===== config.mk =====
export PLATFORM = sky130hd
export DESIGN_NAME = sync_xor_frame_receiver_top_flat
export DESIGN_NICKNAME = d
export VERILOG_FILES = /design/src/hdl/sxfr_pkg.sv /design/src/hdl/sxfr_if.sv /design/src/hdl/sxfr_cell.sv /design/src/hdl/sync_xor_frame_receiver_top.sv /design/src/flat_wrapper.sv
export SDC_FILE = /design/constraint.sdc
export NUM_CORES = 1
export LEC_CHECK = 0
export BUFFER_PORTS_ARGS = -buffer_cell sky130_fd_sc_hd__buf_2
export CORE_ASPECT_RATIO = 1.5
export CORE_MARGIN = 5
export CORE_UTILIZATION = 45
export CTS_BUF_LIST = sky130_fd_sc_hd__clkbuf_8
export DETAILED_ROUTE_END_ITERATION = 10
export PLACE_DENSITY = 0.72
export SLEW_MARGIN = 20
export SYNTH_ARGS = -nofsm -noshare
export SYNTH_HDL_FRONTEND = slang
export SYNTH_SLANG_ARGS = --single-unit

===== constraint.sdc =====
create_clock -name clk -period 2.4 [get_ports clk]
set_input_delay 0.48 -clock clk [delete_from_list [all_inputs] [get_ports clk]]
set_output_delay 0.48 -clock clk [all_outputs]
set_load 0.05 [all_outputs]

===== src/hdl/sxfr_pkg.sv =====
// ----------------------------------------------------------------------------
// sxfr_pkg
// Shared types and constants of the sync/xor frame receiver.
// ----------------------------------------------------------------------------
package sxfr_pkg;

	localparam int MAX_PAYLOAD_DEF = 16;

	localparam int BYTE_W  = 8;
	localparam int LEN_W   = 5;
	localparam int INDEX_W = 4;
	localparam int ADDR_W  = 4;
	localparam int DATA_W  = 32;

	localparam logic [BYTE_W-1:0] FIRST_SYNC_RST  = 8'hAA;
	localparam logic [BYTE_W-1:0] SECOND_SYNC_RST = 8'hCC;
	localparam logic [LEN_W-1:0]  PAYLOAD_LEN_RST = 5'd16;

	// input command codes
	localparam logic CMD_BYTE = 1'b0;
	localparam logic CMD_ACK  = 1'b1;

	typedef enum logic [1:0] {
		PH_HUNT  = 2'd0,
		PH_SYNC2 = 2'd1,
		PH_DATA  = 2'd2
	} phase_t;

	// register index, taken from the word address
	typedef enum logic [1:0] {
		REG_FIRST_SYNC  = 2'd0,
		REG_SECOND_SYNC = 2'd1,
		REG_PAYLOAD_LEN = 2'd2
	} reg_idx_t;

endpackage


===== src/hdl/sxfr_if.sv =====
// ----------------------------------------------------------------------------
// sxfr_if
// Valid/ready channels for received bytes and emitted payload words.
// ----------------------------------------------------------------------------
interface sxfr_in_if;
	logic       valid;
	logic       ready;
	logic       cmd;
	logic [7:0] rx_byte;
	logic       line_error;

	modport source (output valid, cmd, rx_byte, line_error, input ready);
	modport sink   (input valid, cmd, rx_byte, line_error, output ready);
endinterface

interface sxfr_out_if;
	logic       valid;
	logic       ready;
	logic [7:0] payload_byte;
	logic [3:0] byte_index;
	logic       last;

	modport source (output valid, payload_byte, byte_index, last, input ready);
	modport sink   (input valid, payload_byte, byte_index, last, output ready);
endinterface


===== src/hdl/sxfr_cell.sv =====
// ----------------------------------------------------------------------------
// sxfr_cell
// One payload byte cell: loaded at its own position, shifts toward cell 0.
// ----------------------------------------------------------------------------
module sxfr_cell (
	input  logic                      clk,
	input  logic                      wr_en,
	input  logic                      shift_en,
	input  logic [sxfr_pkg::BYTE_W-1:0] wr_data,
	input  logic [sxfr_pkg::BYTE_W-1:0] nbr_data,
	output logic [sxfr_pkg::BYTE_W-1:0] data
);
	import sxfr_pkg::*;

	logic [BYTE_W-1:0] data_q;

	always_ff @(posedge clk) begin
		if (wr_en) begin
			data_q <= wr_data;
		end else if (shift_en) begin
			data_q <= nbr_data;
		end
	end

	assign data = data_q;
endmodule


===== src/hdl/sync_xor_frame_receiver_top.sv =====
// ----------------------------------------------------------------------------
// sync_xor_frame_receiver_top
// Hunts two sync bytes, buffers the payload in a row of byte cells, checks
// the xor checksum and emits the payload one word per cycle while the sink is ready.
// ----------------------------------------------------------------------------
// timing: a byte or ack is taken on a valid/ready handshake; the accepted
//   checksum byte starts emission: cell 0 is loaded into the output register
// throughput: one input word per cycle while ready; after a good frame the
//   input is held (ready low) while the cell row shifts the payload out,
//   and the sink can stall that shifting
// reset: arst_n resets parser, pending flag, registers; cells are not reset
module sync_xor_frame_receiver_top #(
	parameter int MAX_PAYLOAD = sxfr_pkg::MAX_PAYLOAD_DEF
) (
	input  logic                          clk,
	input  logic                          arst_n,
	sxfr_in_if.sink                       in_ch,
	sxfr_out_if.source                    out_ch,
	input  logic                          psel,
	input  logic                          penable,
	input  logic                          pwrite,
	input  logic [sxfr_pkg::ADDR_W-1:0]   paddr,
	input  logic [sxfr_pkg::DATA_W-1:0]   pwdata,
	output logic [sxfr_pkg::DATA_W-1:0]   prdata,
	output logic                          pready
);
	import sxfr_pkg::*;

	localparam int CNT_W = $clog2(MAX_PAYLOAD + 1);
	localparam int POS_W = (MAX_PAYLOAD > 1) ? $clog2(MAX_PAYLOAD) : 1;

	// configuration registers
	logic [BYTE_W-1:0] first_sync_q;
	logic [BYTE_W-1:0] second_sync_q;
	logic [LEN_W-1:0]  payload_len_q;
	reg_idx_t          reg_idx;
	logic              cfg_wr;

	assign pready  = 1'b1;
	assign reg_idx = reg_idx_t'(paddr[3:2]);
	assign cfg_wr  = psel & penable & pwrite & pready;

	always_ff @(posedge clk or negedge arst_n) begin
		if (!arst_n) begin
			first_sync_q  <= FIRST_SYNC_RST;
			second_sync_q <= SECOND_SYNC_RST;
			payload_len_q <= PAYLOAD_LEN_RST;
		end else if (cfg_wr) begin
			case (reg_idx)
				REG_FIRST_SYNC:  first_sync_q  <= pwdata[BYTE_W-1:0];
				REG_SECOND_SYNC: second_sync_q <= pwdata[BYTE_W-1:0];
				REG_PAYLOAD_LEN: payload_len_q <= pwdata[LEN_W-1:0];
				default: ;
			endcase
		end
	end

	always_comb begin
		case (reg_idx)
			REG_FIRST_SYNC:  prdata = DATA_W'(first_sync_q);
			REG_SECOND_SYNC: prdata = DATA_W'(second_sync_q);
			REG_PAYLOAD_LEN: prdata = DATA_W'(payload_len_q);
			default:         prdata = '0;
		endcase
	end

	// parser state
	phase_t            phase_q, phase_d;
	logic [CNT_W-1:0]  bytes_left_q;
	logic [BYTE_W-1:0] xor_q;
	logic [CNT_W-1:0]  wpos_q;
	logic              pending_q;

	// emission state
	logic [CNT_W-1:0]  emit_left_q;
	logic [CNT_W-1:0]  emit_idx_q;
	logic              out_valid_q;
	logic [BYTE_W-1:0] out_byte_q;
	logic [INDEX_W-1:0] out_idx_q;
	logic              out_last_q;

	logic              in_fire;
	logic              byte_ok;
	logic              sync1_hit;
	logic              sync2_hit;
	logic              store_en;
	logic              frame_good;
	logic              emit_load;
	logic [CNT_W-1:0]  len_clamped;

	assign in_ch.ready = (emit_left_q == '0);
	assign in_fire     = in_ch.valid & in_ch.ready;
	assign byte_ok     = in_fire & (in_ch.cmd == CMD_BYTE) & ~in_ch.line_error;

	// length latched at second sync: zero means one, capped at buffer depth
	always_comb begin
		if (payload_len_q == '0) begin
			len_clamped = CNT_W'(1);
		end else if (32'(payload_len_q) > 32'(MAX_PAYLOAD)) begin
			len_clamped = CNT_W'(MAX_PAYLOAD);
		end else begin
			len_clamped = CNT_W'(payload_len_q);
		end
	end

	always_comb begin
		phase_d = phase_q;
		if (byte_ok) begin
			case (phase_q)
				PH_SYNC2: phase_d = (in_ch.rx_byte == second_sync_q) ? PH_DATA : PH_HUNT;
				PH_DATA:  phase_d = (bytes_left_q != '0) ? PH_DATA : PH_HUNT;
				default:  phase_d = (in_ch.rx_byte == first_sync_q) ? PH_SYNC2 : PH_HUNT;
			endcase
		end
	end

	always_comb begin
		sync1_hit  = 1'b0;
		sync2_hit  = 1'b0;
		store_en   = 1'b0;
		frame_good = 1'b0;
		if (byte_ok) begin
			case (phase_q)
				PH_SYNC2: sync2_hit = (in_ch.rx_byte == second_sync_q);
				PH_DATA: begin
					store_en   = (bytes_left_q != '0);
					frame_good = (bytes_left_q == '0) & (in_ch.rx_byte == xor_q) & ~pending_q;
				end
				default:  sync1_hit = (in_ch.rx_byte == first_sync_q);
			endcase
		end
	end

	always_ff @(posedge clk or negedge arst_n) begin
		if (!arst_n) begin
			phase_q      <= PH_HUNT;
			bytes_left_q <= '0;
			xor_q        <= '0;
			wpos_q       <= '0;
			pending_q    <= 1'b0;
		end else begin
			phase_q <= phase_d;
			if (sync1_hit) begin
				xor_q <= in_ch.rx_byte;
			end
			if (sync2_hit) begin
				xor_q        <= xor_q ^ in_ch.rx_byte;
				bytes_left_q <= len_clamped;
				wpos_q       <= '0;
			end
			if (store_en) begin
				xor_q        <= xor_q ^ in_ch.rx_byte;
				bytes_left_q <= bytes_left_q - CNT_W'(1);
				wpos_q       <= wpos_q + CNT_W'(1);
			end
			if (in_fire && in_ch.cmd == CMD_ACK) begin
				pending_q <= 1'b0;
			end else if (frame_good) begin
				pending_q <= 1'b1;
			end
		end
	end

	// row of byte cells; cell 0 feeds the output register
	logic [BYTE_W-1:0] cell_data [MAX_PAYLOAD];

	for (genvar i = 0; i < MAX_PAYLOAD; i++) begin : g_cell
		logic [BYTE_W-1:0] nbr;
		if (i == MAX_PAYLOAD - 1) begin : g_end
			assign nbr = cell_data[i];
		end else begin : g_mid
			assign nbr = cell_data[i+1];
		end
		sxfr_cell u_cell (
			.clk      (clk),
			.wr_en    (store_en && (wpos_q[POS_W-1:0] == POS_W'(i))),
			.shift_en (emit_load),
			.wr_data  (in_ch.rx_byte),
			.nbr_data (nbr),
			.data     (cell_data[i])
		);
	end

	assign emit_load = (emit_left_q != '0) & (~out_valid_q | out_ch.ready);

	always_ff @(posedge clk or negedge arst_n) begin
		if (!arst_n) begin
			emit_left_q <= '0;
			emit_idx_q  <= '0;
			out_valid_q <= 1'b0;
		end else begin
			if (frame_good) begin
				emit_left_q <= wpos_q;
				emit_idx_q  <= '0;
			end else if (emit_load) begin
				emit_left_q <= emit_left_q - CNT_W'(1);
				emit_idx_q  <= emit_idx_q + CNT_W'(1);
			end
			if (emit_load) begin
				out_valid_q <= 1'b1;
			end else if (out_ch.ready) begin
				out_valid_q <= 1'b0;
			end
		end
	end

	always_ff @(posedge clk) begin
		if (emit_load) begin
			out_byte_q <= cell_data[0];
			out_idx_q  <= INDEX_W'(emit_idx_q);
			out_last_q <= (emit_left_q == CNT_W'(1));
		end
	end

	assign out_ch.valid        = out_valid_q;
	assign out_ch.payload_byte = out_byte_q;
	assign out_ch.byte_index   = out_idx_q;
	assign out_ch.last         = out_last_q;
endmodule

===== src/flat_wrapper.sv =====
// flat-port wrapper written by rule: the top's interface ports become plain ports
module sync_xor_frame_receiver_top_flat import sxfr_pkg::*;
#(
	parameter int MAX_PAYLOAD = sxfr_pkg::MAX_PAYLOAD_DEF
)
  (clk, arst_n, psel, penable, pwrite, paddr, pwdata, prdata, pready, in_ch_valid, in_ch_cmd, in_ch_rx_byte, in_ch_line_error, in_ch_ready, out_ch_valid, out_ch_payload_byte, out_ch_byte_index, out_ch_last, out_ch_ready);
  sxfr_in_if in_ch_i ();
  sxfr_out_if out_ch_i ();
  input  logic clk;
  input  logic arst_n;
  input  logic psel;
  input  logic penable;
  input  logic pwrite;
  input  logic [sxfr_pkg::ADDR_W-1:0] paddr;
  input  logic [sxfr_pkg::DATA_W-1:0] pwdata;
  output logic [sxfr_pkg::DATA_W-1:0] prdata;
  output logic pready;
  input wire logic [$bits(in_ch_i.valid)-1:0] in_ch_valid;
  input wire logic [$bits(in_ch_i.cmd)-1:0] in_ch_cmd;
  input wire logic [$bits(in_ch_i.rx_byte)-1:0] in_ch_rx_byte;
  input wire logic [$bits(in_ch_i.line_error)-1:0] in_ch_line_error;
  output wire logic [$bits(in_ch_i.ready)-1:0] in_ch_ready;
  output wire logic [$bits(out_ch_i.valid)-1:0] out_ch_valid;
  output wire logic [$bits(out_ch_i.payload_byte)-1:0] out_ch_payload_byte;
  output wire logic [$bits(out_ch_i.byte_index)-1:0] out_ch_byte_index;
  output wire logic [$bits(out_ch_i.last)-1:0] out_ch_last;
  input wire logic [$bits(out_ch_i.ready)-1:0] out_ch_ready;
  assign in_ch_i.valid = in_ch_valid;
  assign in_ch_i.cmd = in_ch_cmd;
  assign in_ch_i.rx_byte = in_ch_rx_byte;
  assign in_ch_i.line_error = in_ch_line_error;
  assign in_ch_ready = in_ch_i.ready;
  assign out_ch_valid = out_ch_i.valid;
  assign out_ch_payload_byte = out_ch_i.payload_byte;
  assign out_ch_byte_index = out_ch_i.byte_index;
  assign out_ch_last = out_ch_i.last;
  assign out_ch_i.ready = out_ch_ready;
  sync_xor_frame_receiver_top #(.MAX_PAYLOAD(MAX_PAYLOAD)) u_core (.clk(clk), .arst_n(arst_n), .in_ch(in_ch_i), .out_ch(out_ch_i), .psel(psel), .penable(penable), .pwrite(pwrite), .paddr(paddr), .pwdata(pwdata), .prdata(prdata), .pready(pready));
endmodule

Word level (Yosys, flattened, before mapping)
Cells that the tools add are included.
{"block": "totals", "inputBits": 53, "out_inout_bits": 48, "ff_bits": 194}
{"block": "classes", "bitwise_logic": 14, "n_addsub": 4, "reduce_logical": 48, "n_mux": 60, "order_cmp": 1, "eq_ne": 23}
{"operator": "$mux 8", "n": 33}
{"operator": "$mux 5", "n": 10}
{"operator": "$reduce_bool 2->1", "n": 19}
{"operator": "$eq 4x4->1 const B", "n": 8}
{"operator": "$eq 8x8->1", "n": 3}
{"operator": "$pmux 8 s3", "n": 1}
{"operator": "$logic_and 1x1->1", "n": 17}
{"operator": "$eq 4x3->1 const B", "n": 4}
{"operator": "$logic_not 5->1", "n": 3}
{"operator": "$mux 1", "n": 13}
{"operator": "$add 5x1->5 const B", "n": 2}
{"operator": "$reduce_bool 5->1", "n": 2}
{"operator": "$sub 5x1->5 const B", "n": 2}
{"operator": "$and 1x1->1", "n": 8}
{"operator": "$eq 4x2->1 const B", "n": 2}
{"operator": "$xor 8x8->8", "n": 1}
{"operator": "$reduce_and 2->1", "n": 3}
{"operator": "$eq 5x1->1 const B", "n": 1}
{"operator": "$gt 5x5->1 const B", "n": 1}
{"operator": "$eq 2x1->1 const B", "n": 2}
{"operator": "$eq 2x2->1 const B", "n": 2}
{"operator": "$eq 4x1->1 const B", "n": 1}
{"operator": "$logic_not 4->1", "n": 1}
{"operator": "$mux 2", "n": 2}
{"operator": "6 further kinds", "n": 9}

Depth between registers and ports, before layout
Gate-level depths: netlist of run 1.
{"block": "logic_depth", "ltp_word": 8, "mapped_depth": 10, "ltp_nobuf": 8}

Hierarchy
From an unflattened synthesis of run 1, not the netlist that was laid out.
{"block": "unflattened", "hier_cells": 667, "hier_area_um2": 9923.3}
{"module": "sxfr_cell", "seq_area_each_um2": 240.2, "cells_each": 18, "area_per_inst_um2": 377.9, "n_inst": 16}
{"module": "sync_xor_frame_receiver_top", "seq_area_each_um2": 1702.9, "cells_each": 379, "area_per_inst_um2": 3877.5, "n_inst": 1}

Worst setup path before layout of run 1
OpenSTA, ideal clock, no wires.
{"block": "synth_path", "path_type": "register -> register", "from": "register u_core.emit_left_q[0]", "to": "register u_core.g_cell[15].u_cell.data_q[0], enable pin", "arrival_time_ns": 2.633, "n_path_buf": 2, "setup_time_ns": 0.370, "slack_ns": -0.604, "synth_period_minus_slack_ns": 3.004, "required_ns": 2.030, "stages_incl_launch_ff": 9, "cell_sequence": "dfrtp_1 inv_1 ha_1 nor4b_4 and3_1 clkbuf_1 nand2_1 clkbuf_1 nor2_1"}
{"block": "synth_via", "elab_chain_cells": 6}
{"item": "start, declared", "line_no": "sync_xor_frame_receiver_top.sv:75", "rtl": "logic [CNT_W-1:0] emit_left_q;"}
{"item": "start signal, assigned", "line_no": "sync_xor_frame_receiver_top.sv:193", "rtl": "emit_left_q <= wpos_q;"}
{"item": "start signal, assigned", "line_no": "sync_xor_frame_receiver_top.sv:196", "rtl": "emit_left_q <= emit_left_q - CNT_W'(1);"}
{"item": "$logic_not 5->1", "line_no": "sync_xor_frame_receiver_top.sv:91", "rtl": "assign in_ch.ready = (emit_left_q == '0);"}
{"item": "net in_ch_ready", "line_no": "flat_wrapper.sv:22", "rtl": "output wire logic [$bits(in_ch_i.ready)-1:0] in_ch_ready;"}
{"item": "$and 1x1->1", "line_no": "sync_xor_frame_receiver_top.sv:92", "rtl": "assign in_fire = in_ch.valid & in_ch.ready;"}
{"item": "$and 1x1->1 (2 in a row)", "line_no": "sync_xor_frame_receiver_top.sv:93", "rtl": "assign byte_ok = in_fire & (in_ch.cmd == CMD_BYTE) & ~in_ch.line_error;"}
{"item": "$mux 1", "line_no": "sync_xor_frame_receiver_top.sv:122", "rtl": "if (byte_ok) begin"}
{"item": "$logic_and 1x1->1", "line_no": "sync_xor_frame_receiver_top.sv:176", "rtl": ".wr_en (store_en && (wpos_q[POS_W-1:0] == POS_W'(i))),"}
{"item": "net u_core.g_cell[15].u_cell.wr_en", "line_no": "sxfr_cell.sv:7", "rtl": "input logic wr_en,"}
{"item": "end signal, assigned", "line_no": "sxfr_cell.sv:19", "rtl": "data_q <= wr_data;"}
{"item": "end signal, assigned", "line_no": "sxfr_cell.sv:21", "rtl": "data_q <= nbr_data;"}
{"item": "end, declared", "line_no": "sxfr_cell.sv:15", "rtl": "logic [BYTE_W-1:0] data_q;"}
The timed path passes the listed nets, and every way through them passes these cells.
A chain may end at the register's enable or synchronous reset.

Final worst setup path of run 1
{"block": "layout_path", "from": "register u_core.phase_q[0]", "to": "register u_core.g_cell[3].u_cell.data_q[1], data pin"}
{"block": "layout_via", "elab_chain_cells": 5}
{"item": "start, declared", "line_no": "sync_xor_frame_receiver_top.sv:68", "rtl": "phase_t phase_q, phase_d;"}
{"item": "start signal, assigned", "line_no": "sync_xor_frame_receiver_top.sv:142", "rtl": "phase_q <= phase_d;"}
{"item": "$eq 2x2->1", "line_no": "sync_xor_frame_receiver_top.sv:123", "rtl": "case (phase_q)"}
{"item": "$mux 1", "line_no": "sync_xor_frame_receiver_top.sv:123"}
{"item": "$mux 1", "line_no": "sync_xor_frame_receiver_top.sv:122"}
{"item": "$logic_and 1x1->1", "line_no": "sync_xor_frame_receiver_top.sv:176"}
{"item": "$mux 8", "line_no": "sxfr_cell.sv:18", "rtl": "if (wr_en) begin"}
{"item": "end signal, assigned", "line_no": "sxfr_cell.sv:19"}
{"item": "end signal, assigned", "line_no": "sxfr_cell.sv:21"}
{"item": "end, declared", "line_no": "sxfr_cell.sv:15"}
Every way passes these cells.

==> flow_metrics.py, run 1 <==
metrics = {
    "outcome": {
        "status": "finished clean",
    },
    "yosys": {
        "avgSynthCellArea_sq_um": 14.0,
        "seq_area_frac_synth_pct": 60.3,
        "synth_top_area_share_pct": 46.1,
        "syn_inst": 657,
        "ys.flop_type": "edfxtp_1",
        "synthDistinctLibCells": 51,
        "yosysWarnings": 0,
        "synth_edf_count": 141,
        "yosys.area.top_type": "edfxtp_1",
        "ys_ff_latch": 193,
        "netlist_area_sq_um": 9190,
        "synthArstFlopShare_pct": 26.9,
        "synth.area.top_cells": "edfxtp_1, mux2_2, dfrtp_1",
    },
    "timing": {
        "setup_viol": 0,
        "finalClockSkew_ns": 0.0143,
        "timing.fmax_ghz": 0.422,
        "fin_ws_ns": 0.0308,
        "hold_viol": 0,
        "finalHoldWorstSlack_ns": 0.239,
        "period_needed_ns": 2.37,
        "finalMaxSlewViolations": 0,
        "fin_crit_sh_pct": 98.7,
        "rsz0062_at_grt": "true",
    },
    "worst_setup_path": {
        "r2r_start": "u_core.phase_q[0]",
        "slowest_stage": "dfrtp_1",
        "crit_fanout": 8,
        "slowest_delay_ns": 0.41,
        "arrival_ns": 2.59,
        "r2r_end": "u_core.g_cell[3].u_cell.data[1]",
        "path_cells": "inv_1 > ha_1 > nor3b_2 > buf_4 > and3_2 > nand2_8 > nor2_4 > mux2_2",
        "rr_worst_depth": 8,
        "required_ns": 2.62,
        "r2r_slack_ns": 0.03,
        "crit_cells": 8,
        "crit_buf_inv": 2,
        "crit_start": "u_core.phase_q[0]",
        "endpoint": "u_core.g_cell[3].u_cell.data[1]",
        "crit_path_end_kind": "flip-flop",
        "path_class": "reg -> reg",
        "critPathTopFamily": "simple AND/OR/NAND/NOR gates",
        "start_kind": "flip-flop",
    },
    "routing": {
        "num_vias": 5435,
        "drt_first_pass_iters": 7,
        "drcViolationCount": 0,
        "drtAntennaViolNets": 0,
        "avgRoutedWirePerCell_um": 18.5,
        "wl_mm": 18.9,
        "drtIter0Drc": 294,
        "viasPerCell": 5.31,
    },
    "placed_design": {
        "io_buffers": 49,
        "placed_area_sq_um": 10400,
        "dpl_worst_slack_ns": -0.0995,
        "post-dp-hpwl_mm": 13.3,
        "place.gp.congestion": 0.847,
    },
    "clock_tree": {
        "htreeDepth": 4,
        "clk_pin_slew_ns": 0.09,
        "cts-root-buf": "clkbuf_8",
        "cts_tree": "built",
        "clockBufferDepth": 2,
        "cts_buffers": 17,
        "insertion_delay_ns": 0.47,
        "cts_sinks": 193,
    },
    "global_route": {
        "grt_pass1_vias": 5834,
        "grt_first_pass_wirelength_mm": 29.7,
        "grt_max_degree": 22,
        "grt.total_usage_pct": 16.0,
        "antenna_found_initial": 0,
        "grt.overflow.total": 0,
    },
    "floorplan": {
        "row_count": 64,
        "fp.dieArea_sq_um": 23400,
        "core-area_sq_um": 20300,
        "num_io_pins": 101,
        "die_w_um": 127,
        "initial_core_util_pct": 45.4,
        "fp.dieH_um": 185,
    },
    "finish": {
        "fin_area_sq_um": 11100,
        "layout.nets": 811,
        "area_delta_synth_final_pct": 20.5,
        "drive_gt1_share_pct": 47.2,
        "fill_cells": 1616,
        "diodes": 0,
    },
    "power_and_ir_drop": {
        "power.density_nw_per_um2": 805,
        "ir_drop_v": 0.000385,
        "finalPower_w": 0.00892,
        "p_leak_nw": 4.19,
    },
    "run": {
        "drv_cap": 0,
    },
    "hold_path": {
        "hold_path_class": "in -> reg",
        "hp-start": "in_ch_cmd",
    },
}
Yosys cell counts, types with 7 or more instances:
master,count
a21oi_1,7
nand2b_1,7
inv_1,18
mux2i_1,10
nand3_1,12
o221a_2,8
dfrtp_1,43
edfxtp_1,141
xnor2_1,24
clkbuf_1,27
nor2_2,11
nor2_1,25
buf_4,25
nand2_1,37
ha_1,11
o21ai_0,25
mux2_2,142
dfstp_2,9
layout by cell type (no fill, tap or decap), types with 4 or more instances in the layout:
master | synthesis | final
nor2b_1 | 5 | 5
dfstp_2 | 9 | 9
xnor2_1 | 24 | 24
o21ai_1 | 0 | 9
mux2_4 | 0 | 72
nor2_4 | 0 | 12
buf_12 | 0 | 8
o21ai_4 | 0 | 10
nor2_1 | 25 | 24
dfrtp_1 | 43 | 43
a21oi_1 | 7 | 7
nand4_1 | 4 | 4
a41oi_2 | 2 | 5
edfxtp_1 | 141 | 141
ha_1 | 11 | 9
nand3_2 | 0 | 4
mux2i_1 | 10 | 10
o221a_2 | 8 | 8
clkbuf_8 | 0 | 17
clkinv_4 | 0 | 4
nand2_1 | 37 | 33
buf_4 | 25 | 48
xor2_1 | 5 | 5
nor3_1 | 6 | 5
a31oi_1 | 4 | 4
nand3_1 | 12 | 6
conb_1 | 2 | 25
mux2_2 | 142 | 70
buf_2 | 5 | 49
clkinv_1 | 1 | 4
o21ai_0 | 25 | 5
inv_1 | 18 | 16
flip-flops by register name, indices dropped and copies added (netlist names), 2 cells and up:
signal,flops
u_core.out_ch.byte_index,4
u_core.second_sync_q,8
u_core.out_ch.payload_byte,8
u_core.payload_len_q,5
u_core.phase_q,2
u_core.g_cell.u_cell.data,128
u_core.emit_left_q,5
u_core.xor_q,8
u_core.emit_idx_q,4
u_core.bytes_left_q,5
u_core.wpos_q,5
u_core.first_sync_q,8
kinds of logic after synthesis:
kind of cell / Yosys count / synth area share, %
xor gates and xnor gates: 29 / 2.76
buffers and inverters: 79 / 4.52
DFF: 193 / 60.3
adders and majority gates: 11 / 1.50
muxes: 152 / 18.5
and+or+nand+nor: 133 / 7.85
AOI/OAI and AO/OA: 58 / 4.46
other: 2 / 0.0817
cell type report:
| cell class | instances | area (sq um) | share of cell area [%] |
|---|---|---|---|
| Timing Repair Buffer | 108 | 798 | 7.21 |
| Multi-Input combinational cell | 408 | 3970 | 35.9 |
| Clock inverter | 15 | 120 | 1.08 |
| Inverter | 19 | 72.6 | 0.655 |
| Clock buffer | 17 | 234 | 2.11 |
| Sequential cell | 193 | 5550 | 50.1 |
| Tap cell | 264 | 330 | 2.98 |
report_power, final:
group / switching (W) / internal, W
Sequential: 0.000331 / 0.00453
Combinational: 0.00118 / 0.000917
Clock: 0.00114 / 0.000808
through the flow:
| step | instances | TNS [ns] | utilization, % |
|---|---|---|---|
| 4_1_cts | 1006 | 0 | 53.1 |
| 2_1_floorplan | 680 | -55.19 | - |
| 6_report | 1024 | 0 | 54.7 |
| 3_3_place_gp | 972 | -0.866 | 51.1 |
| 3_5_place_dp | 972 | -2.74 | 51.1 |
| 5_1_grt | 1024 | -2.37 | 54.7 |
worst min-delay path by stage:
stage,end,slack (ns),depth (start not counted)
floorplan,u_core.bytes_left_q[0],0.18,0
global placement,u_core.first_sync_q[6],0.36,1
finish,u_core.pending_q,0.24,2
CTS,u_core.pending_q,0.21,2
detailed placement,u_core.first_sync_q[6],0.37,1
global route,u_core.pending_q,0.21,2
per-layer routing:
| layer | share of wire [%] | global-route usage (%) | vias up |
|---|---|---|---|
| li1 | - | - | 2532 |
| met1 | 39 | 17.7 | 2759 |
| met2 | 56 | 30.2 | 116 |
| met3 | 3.5 | 3.23 | 28 |
| met4 | 2.0 | 5.93 | 0 |
| met5 | 0 | 0 | - |
timing repair:
item                       4_1_cts  5_1_grt
hold endpoints to repair         7        0
setup buffers                    1       18
pin swaps                        3        9
gates resized for setup          8       31
hold buffers                     1        0
setup endpoints to repair       70      138
No activity file was read; power rests on OpenSTA's default activity.
==> run 2: changes to the inputs <==
--- a/config.mk
+++ b/config.mk
@@ -7,7 +7,6 @@
 export LEC_CHECK = 0
 export BUFFER_PORTS_ARGS = -buffer_cell sky130_fd_sc_hd__buf_2
 export CORE_ASPECT_RATIO = 1.5
-export CORE_MARGIN = 5
 export CORE_UTILIZATION = 45
 export CTS_BUF_LIST = sky130_fd_sc_hd__clkbuf_8
 export DETAILED_ROUTE_END_ITERATION = 10
==> flow_metrics.py, run 2 (synthesis gave the netlist of run 1 again) <==
metrics = {
    "worst_setup_path": {
        "start_kind": "flip-flop",
        "arrival_ns": 2.58,
        "crit_path_end_kind": "flip-flop",
        "slowest_delay_ns": 0.42,
        "slowest_stage": "dfrtp_1",
        "crit_fanout": 8,
        "critPathTopFamily": "simple AND/OR/NAND/NOR gates",
        "path_cells": "inv_2 > ha_4 > nor4b_4 > and2_4 > nand3_4 > nor2_4 > mux2_2",
        "required_ns": 2.62,
        "crit_buf_inv": 1,
        "path_class": "reg -> reg",
    },
    "run": {
        "drv_cap": 0,
    },
    "global_route": {
        "grt_pass1_vias": 5905,
        "grt.total_usage_pct": 18.4,
        "grt.overflow.total": 0,
        "grt_max_degree": 28,
        "antenna_found_initial": 0,
        "grt_first_pass_wirelength_mm": 29.6,
    },
    "finish": {
        "final_cell_mix": "edfxtp_1, mux2_2, mux2_4, buf_2, dfrtp_1",
        "area_delta_synth_final_pct": 19.3,
        "diodes": 0,
        "layout.nets": 803,
        "fin_util_pct": 55.2,
        "drive_gt1_share_pct": 46.8,
        "largest_reg_flops": 128,
        "final_common_cell": "edfxtp_1",
    },
    "power_and_ir_drop": {
        "finalPower_w": 0.00912,
        "ir_drop_v": 0.000425,
        "netSwitchingPower_w": 0.00270,
        "p_int_w": 0.00642,
        "seq_power_share_pct": 53.2,
        "pwr-share-comb_pct": 23.0,
        "p_leak_nw": 4.16,
        "swShare_pct": 29.6,
        "power.density_nw_per_um2": 832,
        "clkPwrFrac_pct": 23.8,
    },
    "routing": {
        "drcViolationCount": 0,
        "viasPerCell": 5.28,
        "avgRoutedWirePerCell_um": 18.2,
        "drtIter0Drc": 259,
        "wl_mm": 18.4,
        "drt_first_pass_iters": 5,
        "num_vias": 5340,
        "drtAntennaViolNets": 0,
    },
    "timing": {
        "setup_viol": 0,
        "finalClockSkew_ns": 0.0174,
        "rsz0062_at_grt": "true",
        "hold_viol": 0,
        "tightest_slew_ns": 0.638,
        "period_needed_ns": 2.35,
        "finalMaxSlewViolations": 0,
        "slew_headroom_pct": 57.5,
        "fin_crit_sh_pct": 98.0,
        "timing.fmax_ghz": 0.425,
    },
    "floorplan": {
        "die_w_um": 119,
        "initial_core_util_pct": 46.3,
        "fp.dieArea_sq_um": 21000,
        "num_io_pins": 101,
        "row_count": 63,
        "core-area_sq_um": 19900,
        "fp.dieH_um": 177,
    },
    "clock_tree": {
        "cts-root-buf": "clkbuf_8",
        "cts_tree": "built",
        "htreeDepth": 4,
        "insertion_delay_ns": 0.48,
        "clk_pin_slew_ns": 0.10,
        "cts_sinks": 193,
        "cts_buffers": 17,
        "clockBufferDepth": 2,
        "postCtsHoldBufs": 0,
    },
    "outcome": {
        "status": "finished clean",
    },
    "placed_design": {
        "place.gp.congestion": 0.819,
        "post-dp-hpwl_mm": 13.0,
        "io_buffers": 49,
    },
    "hold_path": {
        "hold_path_class": "in -> async",
    },
}
==> run 2: cell count changes in the layout (fill, tap and decap cells not counted), moves of 3 or more <==
cell and change:
buf_4 -8, clkinv_1 -4, clkinv_4 -4, clkinvlp_4 -3, inv_4 +3, inv_6 +5, mux2_2 +13, mux2_4 -13
o21ai_2 +4, o21ai_4 -4
==> run 2: cell type report <==
type	instances	area, sq um
inverters	19	73.8
flip-flops and latches	193	5550
well taps	260	325
clock buffers	18	248
clock inverters	14	150
fillers	1608	8900
multi-input cells	408	3870
repair buffers	100	748
==> run 2: worst paths after layout <==
path | start | slack (ns) | depth (start not counted) | to
hold / removal | arst_n | 0.01 | 1 | u_core.first_sync_q[6]
setup reg to reg | u_core.emit_left_q[0] | 0.05 | 7 | u_core.g_cell[13].u_cell.data[5]
max in group asynchronous | arst_n | 1.73 | 2 | u_core.first_sync_q[3]
setup / recovery | u_core.emit_left_q[0] | 0.05 | 7 | u_core.g_cell[13].u_cell.data[5]
min in group clk | in_ch_cmd | 0.23 | 2 | u_core.pending_q
hold reg to reg | u_core.g_cell[0].u_cell.data[0] | 0.43 | 0 | u_core.out_ch.payload_byte[0]
==> run 2: worst reg2reg max path: cells and delay by family (launching register included) <==
family / cells / cell delay, ns
multiplexers: 1 / 0.38
buffers and inverters: 1 / 0.09
flip-flops: 1 / 0.42
adder cells (fa/ha/maj): 1 / 0.12
AND/OR/NAND/NOR: 4 / 1.09
==> run 2: stage by stage <==
step | hold slack [ns] | std cells | cell area [sq um] | setup TNS, ns | setup slack, ns
2_1_floorplan | 0.184 | 680 | 9870 | -55.19 | -0.299
3_3_place_gp | 0.406 | 967 | 10300 | -1.05 | -0.0533
3_5_place_dp | 0.408 | 967 | 10300 | -4.22 | -0.112
4_1_cts | 0.0172 | 1004 | 10800 | -0.0173 | -0.00947
5_1_grt | 0.0493 | 1012 | 11000 | -0.364 | -0.0270
6_report | 0.0116 | 1012 | 11000 | 0 | 0.0483
==> run 2: routing by layer <==
layer	global-route usage (%)	part of all wire (%)	vias to the layer above
met5	0	0	-
met4	8.28	2.2	0
li1	-	-	2519
met1	19.8	39	2679
met3	3.83	3.0	30
met2	34.5	56	112
==> run 2: what timing repair did <==
action | 4_1_cts | 5_1_grt
pin swaps | 5 | 7
setup buffers | 5 | 8
endpoints found under the setup margin | 65 | 171
gates resized for setup | 4 | 15
==> run 2: power by group through the flow <==
stage	Combinational, W	Clock, W	Sequential, W
after floorplan	0.00138	0	0.00506
after global placement	0.00200	0	0.00490
after detailed placement	0.00208	0	0.00492
after CTS	0.00209	0.00221	0.00486
after global routing	0.00226	0.00232	0.00492
final	0.00210	0.00217	0.00485
==> run 3: changes to the inputs <==
--- a/config.mk
+++ b/config.mk
@@ -10,8 +10,9 @@
 export CORE_UTILIZATION = 45
 export CTS_BUF_LIST = sky130_fd_sc_hd__clkbuf_8
 export DETAILED_ROUTE_END_ITERATION = 10
-export PLACE_DENSITY = 0.72
+export PLACE_DENSITY = 0.66
 export SLEW_MARGIN = 20
 export SYNTH_ARGS = -nofsm -noshare
 export SYNTH_HDL_FRONTEND = slang
 export SYNTH_SLANG_ARGS = --single-unit
+export TNS_END_PERCENT = 20
==> flow_metrics.py, run 3 (synthesis gave the netlist of run 1 again) <==
metrics = {
    "finish": {
        "diodes": 0,
        "area_delta_synth_final_pct": 15.1,
        "fin_area_sq_um": 10600,
        "regArea_sq_um": 5550,
        "fill_cells": 1734,
        "multi_input_area_sq_um": 3610,
        "drive_gt1_share_pct": 44.4,
        "final_cell_mix": "edfxtp_1, mux2_2, buf_2, dfrtp_1, buf_4",
        "largest_reg_flops": 128,
        "final_common_cell": "edfxtp_1",
        "layout.nets": 794,
    },
    "clock_tree": {
        "cts_tree": "built",
        "cts_buffers": 17,
        "clockBufferDepth": 2,
        "insertion_delay_ns": 0.47,
        "cts-root-buf": "clkbuf_8",
        "cts_sinks": 193,
        "htreeDepth": 4,
        "clk_pin_slew_ns": 0.10,
    },
    "timing": {
        "tightest_slew_ns": 0.583,
        "finalClockSkew_ns": 0.0158,
        "finalMaxSlewViolations": 0,
        "timing.fmax_ghz": 0.430,
        "rsz0062_at_grt": "true",
        "finalHoldWorstSlack_ns": 0.225,
        "fin_crit_sh_pct": 96.9,
        "slew_headroom_pct": 61.1,
        "hold_viol": 0,
        "period_needed_ns": 2.33,
        "setup_viol": 0,
    },
    "worst_setup_path": {
        "crit_buf_inv": 2,
        "slowest_stage": "dfrtp_1",
        "required_ns": 2.63,
        "path_cells": "inv_2 > ha_4 > nor4b_4 > buf_4 > and2_4 > nand3_4 > nor2_4 > mux2_2",
        "crit_fanout": 8,
        "start_kind": "flip-flop",
        "arrival_ns": 2.55,
        "slowest_delay_ns": 0.41,
        "crit_path_end_kind": "flip-flop",
        "path_class": "reg -> reg",
        "critPathTopFamily": "simple AND/OR/NAND/NOR gates",
    },
    "power_and_ir_drop": {
        "pwr-share-comb_pct": 21.2,
        "p_leak_nw": 3.90,
        "netSwitchingPower_w": 0.00259,
        "clkPwrFrac_pct": 24.7,
        "seq_power_share_pct": 54.1,
        "p_int_w": 0.00634,
        "ir_drop_v": 0.000355,
        "swShare_pct": 29.0,
        "power.density_nw_per_um2": 844,
    },
    "outcome": {
        "status": "finished clean",
    },
    "placed_design": {
        "post-dp-hpwl_mm": 12.7,
        "io_buffers": 49,
        "place.gp.congestion": 0.789,
        "placed_area_sq_um": 10000,
    },
    "run": {
        "drv_cap": 0,
    },
    "routing": {
        "m1WireLength_mm": 6.31,
        "drcViolationCount": 0,
        "drt_first_pass_iters": 6,
        "viasPerCell": 5.24,
        "avgRoutedWirePerCell_um": 17.1,
        "drtAntennaViolNets": 0,
        "drtIter0Drc": 179,
        "num_vias": 5254,
        "wl_mm": 17.2,
        "dr.max_layer_used": "met4",
        "met3_wirelength_um": 568,
        "dr_wl_met2_mm": 9.99,
    },
    "global_route": {
        "grt_max_degree": 26,
        "grt.overflow.total": 0,
        "grt_first_pass_wirelength_mm": 27.6,
        "grt_pass1_vias": 5557,
        "antenna_found_initial": 0,
        "grt.total_usage_pct": 17.2,
    },
    "floorplan": {
        "die_w_um": 119,
        "fp.dieH_um": 177,
        "fp.dieArea_sq_um": 21000,
        "num_io_pins": 101,
        "row_count": 63,
        "core-area_sq_um": 19900,
        "initial_core_util_pct": 46.3,
    },
    "hold_path": {
        "hold_path_class": "in -> reg",
    },
}
==> run 3: changes by cell type in the layout (fill, tap and decap cells not counted), sizes merged <==
cell | before | now
clkinv | 2 | 7
clkinvlp | 0 | 1
buf | 100 | 90
dlygate4sd3 | 0 | 1
clkbuf | 18 | 17
bufinv | 2 | 3
inv | 29 | 23
==> run 3: worst register-to-register path, cell delays in order, from the launching register on <==
cell and delay (ns):
dfrtp_1 0.41, inv_2 0.10, ha_4 0.13, nor4b_4 0.17, buf_4 0.19, and2_4 0.19
nand3_4 0.19, nor2_4 0.33, mux2_2 0.38
==> run 3: layout make-up <==
| type | instances | area share [%] |
|---|---|---|
| flip-flops and latches | 193 | 52.4 |
| multi-input cells | 408 | 34.1 |
| repair buffers | 91 | 5.79 |
| well taps | 260 | 3.07 |
| clock buffers | 17 | 2.21 |
| clock inverters | 15 | 1.69 |
| inverters | 19 | 0.686 |
==> run 3: per-stage QoR <==
stage	total power (W)	util, %	std cells	setup TNS (ns)	setup slack (ns)
CTS	0.00900	52.7	997	0	0.000879
detailed placement	0.00678	50.4	962	-1.93	-0.0864
floorplan	0.00632	-	680	-55.08	-0.300
global route	0.00935	53.3	1003	-0.128	-0.0210
global placement	0.00669	50.4	962	-0.183	-0.0149
finish	0.00893	53.3	1003	0	0.0734
==> run 3: final timing paths <==
check | slack, ns | start | cells after the start | end
setup / recovery | 0.07 | u_core.emit_left_q[1] | 8 | u_core.g_cell[1].u_cell.data[5]
hold / removal | 0.23 | in_ch_cmd | 2 | u_core.pending_q
hold reg to reg | 0.42 | u_core.g_cell[0].u_cell.data[5] | 0 | u_core.out_ch.payload_byte[5]
min in group asynchronous | 0.54 | arst_n | 2 | u_core.xor_q[0]
setup reg to reg | 0.07 | u_core.emit_left_q[1] | 8 | u_core.g_cell[1].u_cell.data[5]
max in group asynchronous | 1.17 | arst_n | 3 | u_core.first_sync_q[1]
==> run 3: repair_timing <==
item,CTS,global route
resized for setup,3,12
setup buffers,2,6
hold buffers,1,0
endpoints found under the hold margin,16,0
endpoints found under the setup margin,123,156
pin swaps,1,7
==> run 3: power by group through the flow <==
stage | Clock, W | Combinational, W | Sequential [W]
2_1_floorplan | 0 | 0.00127 | 0.00505
3_3_place_gp | 0 | 0.00180 | 0.00489
3_5_place_dp | 0 | 0.00186 | 0.00493
4_1_cts | 0.00227 | 0.00188 | 0.00485
5_1_grt | 0.00239 | 0.00205 | 0.00491
6_report | 0.00220 | 0.00189 | 0.00484
==> run 3: per-layer routing <==
metal  vias up  GRT usage (%)
met1      2629           17.2
met5         -              0
met4         0           5.91
li1       2506              -
met3        23           3.48
met2        96           34.3
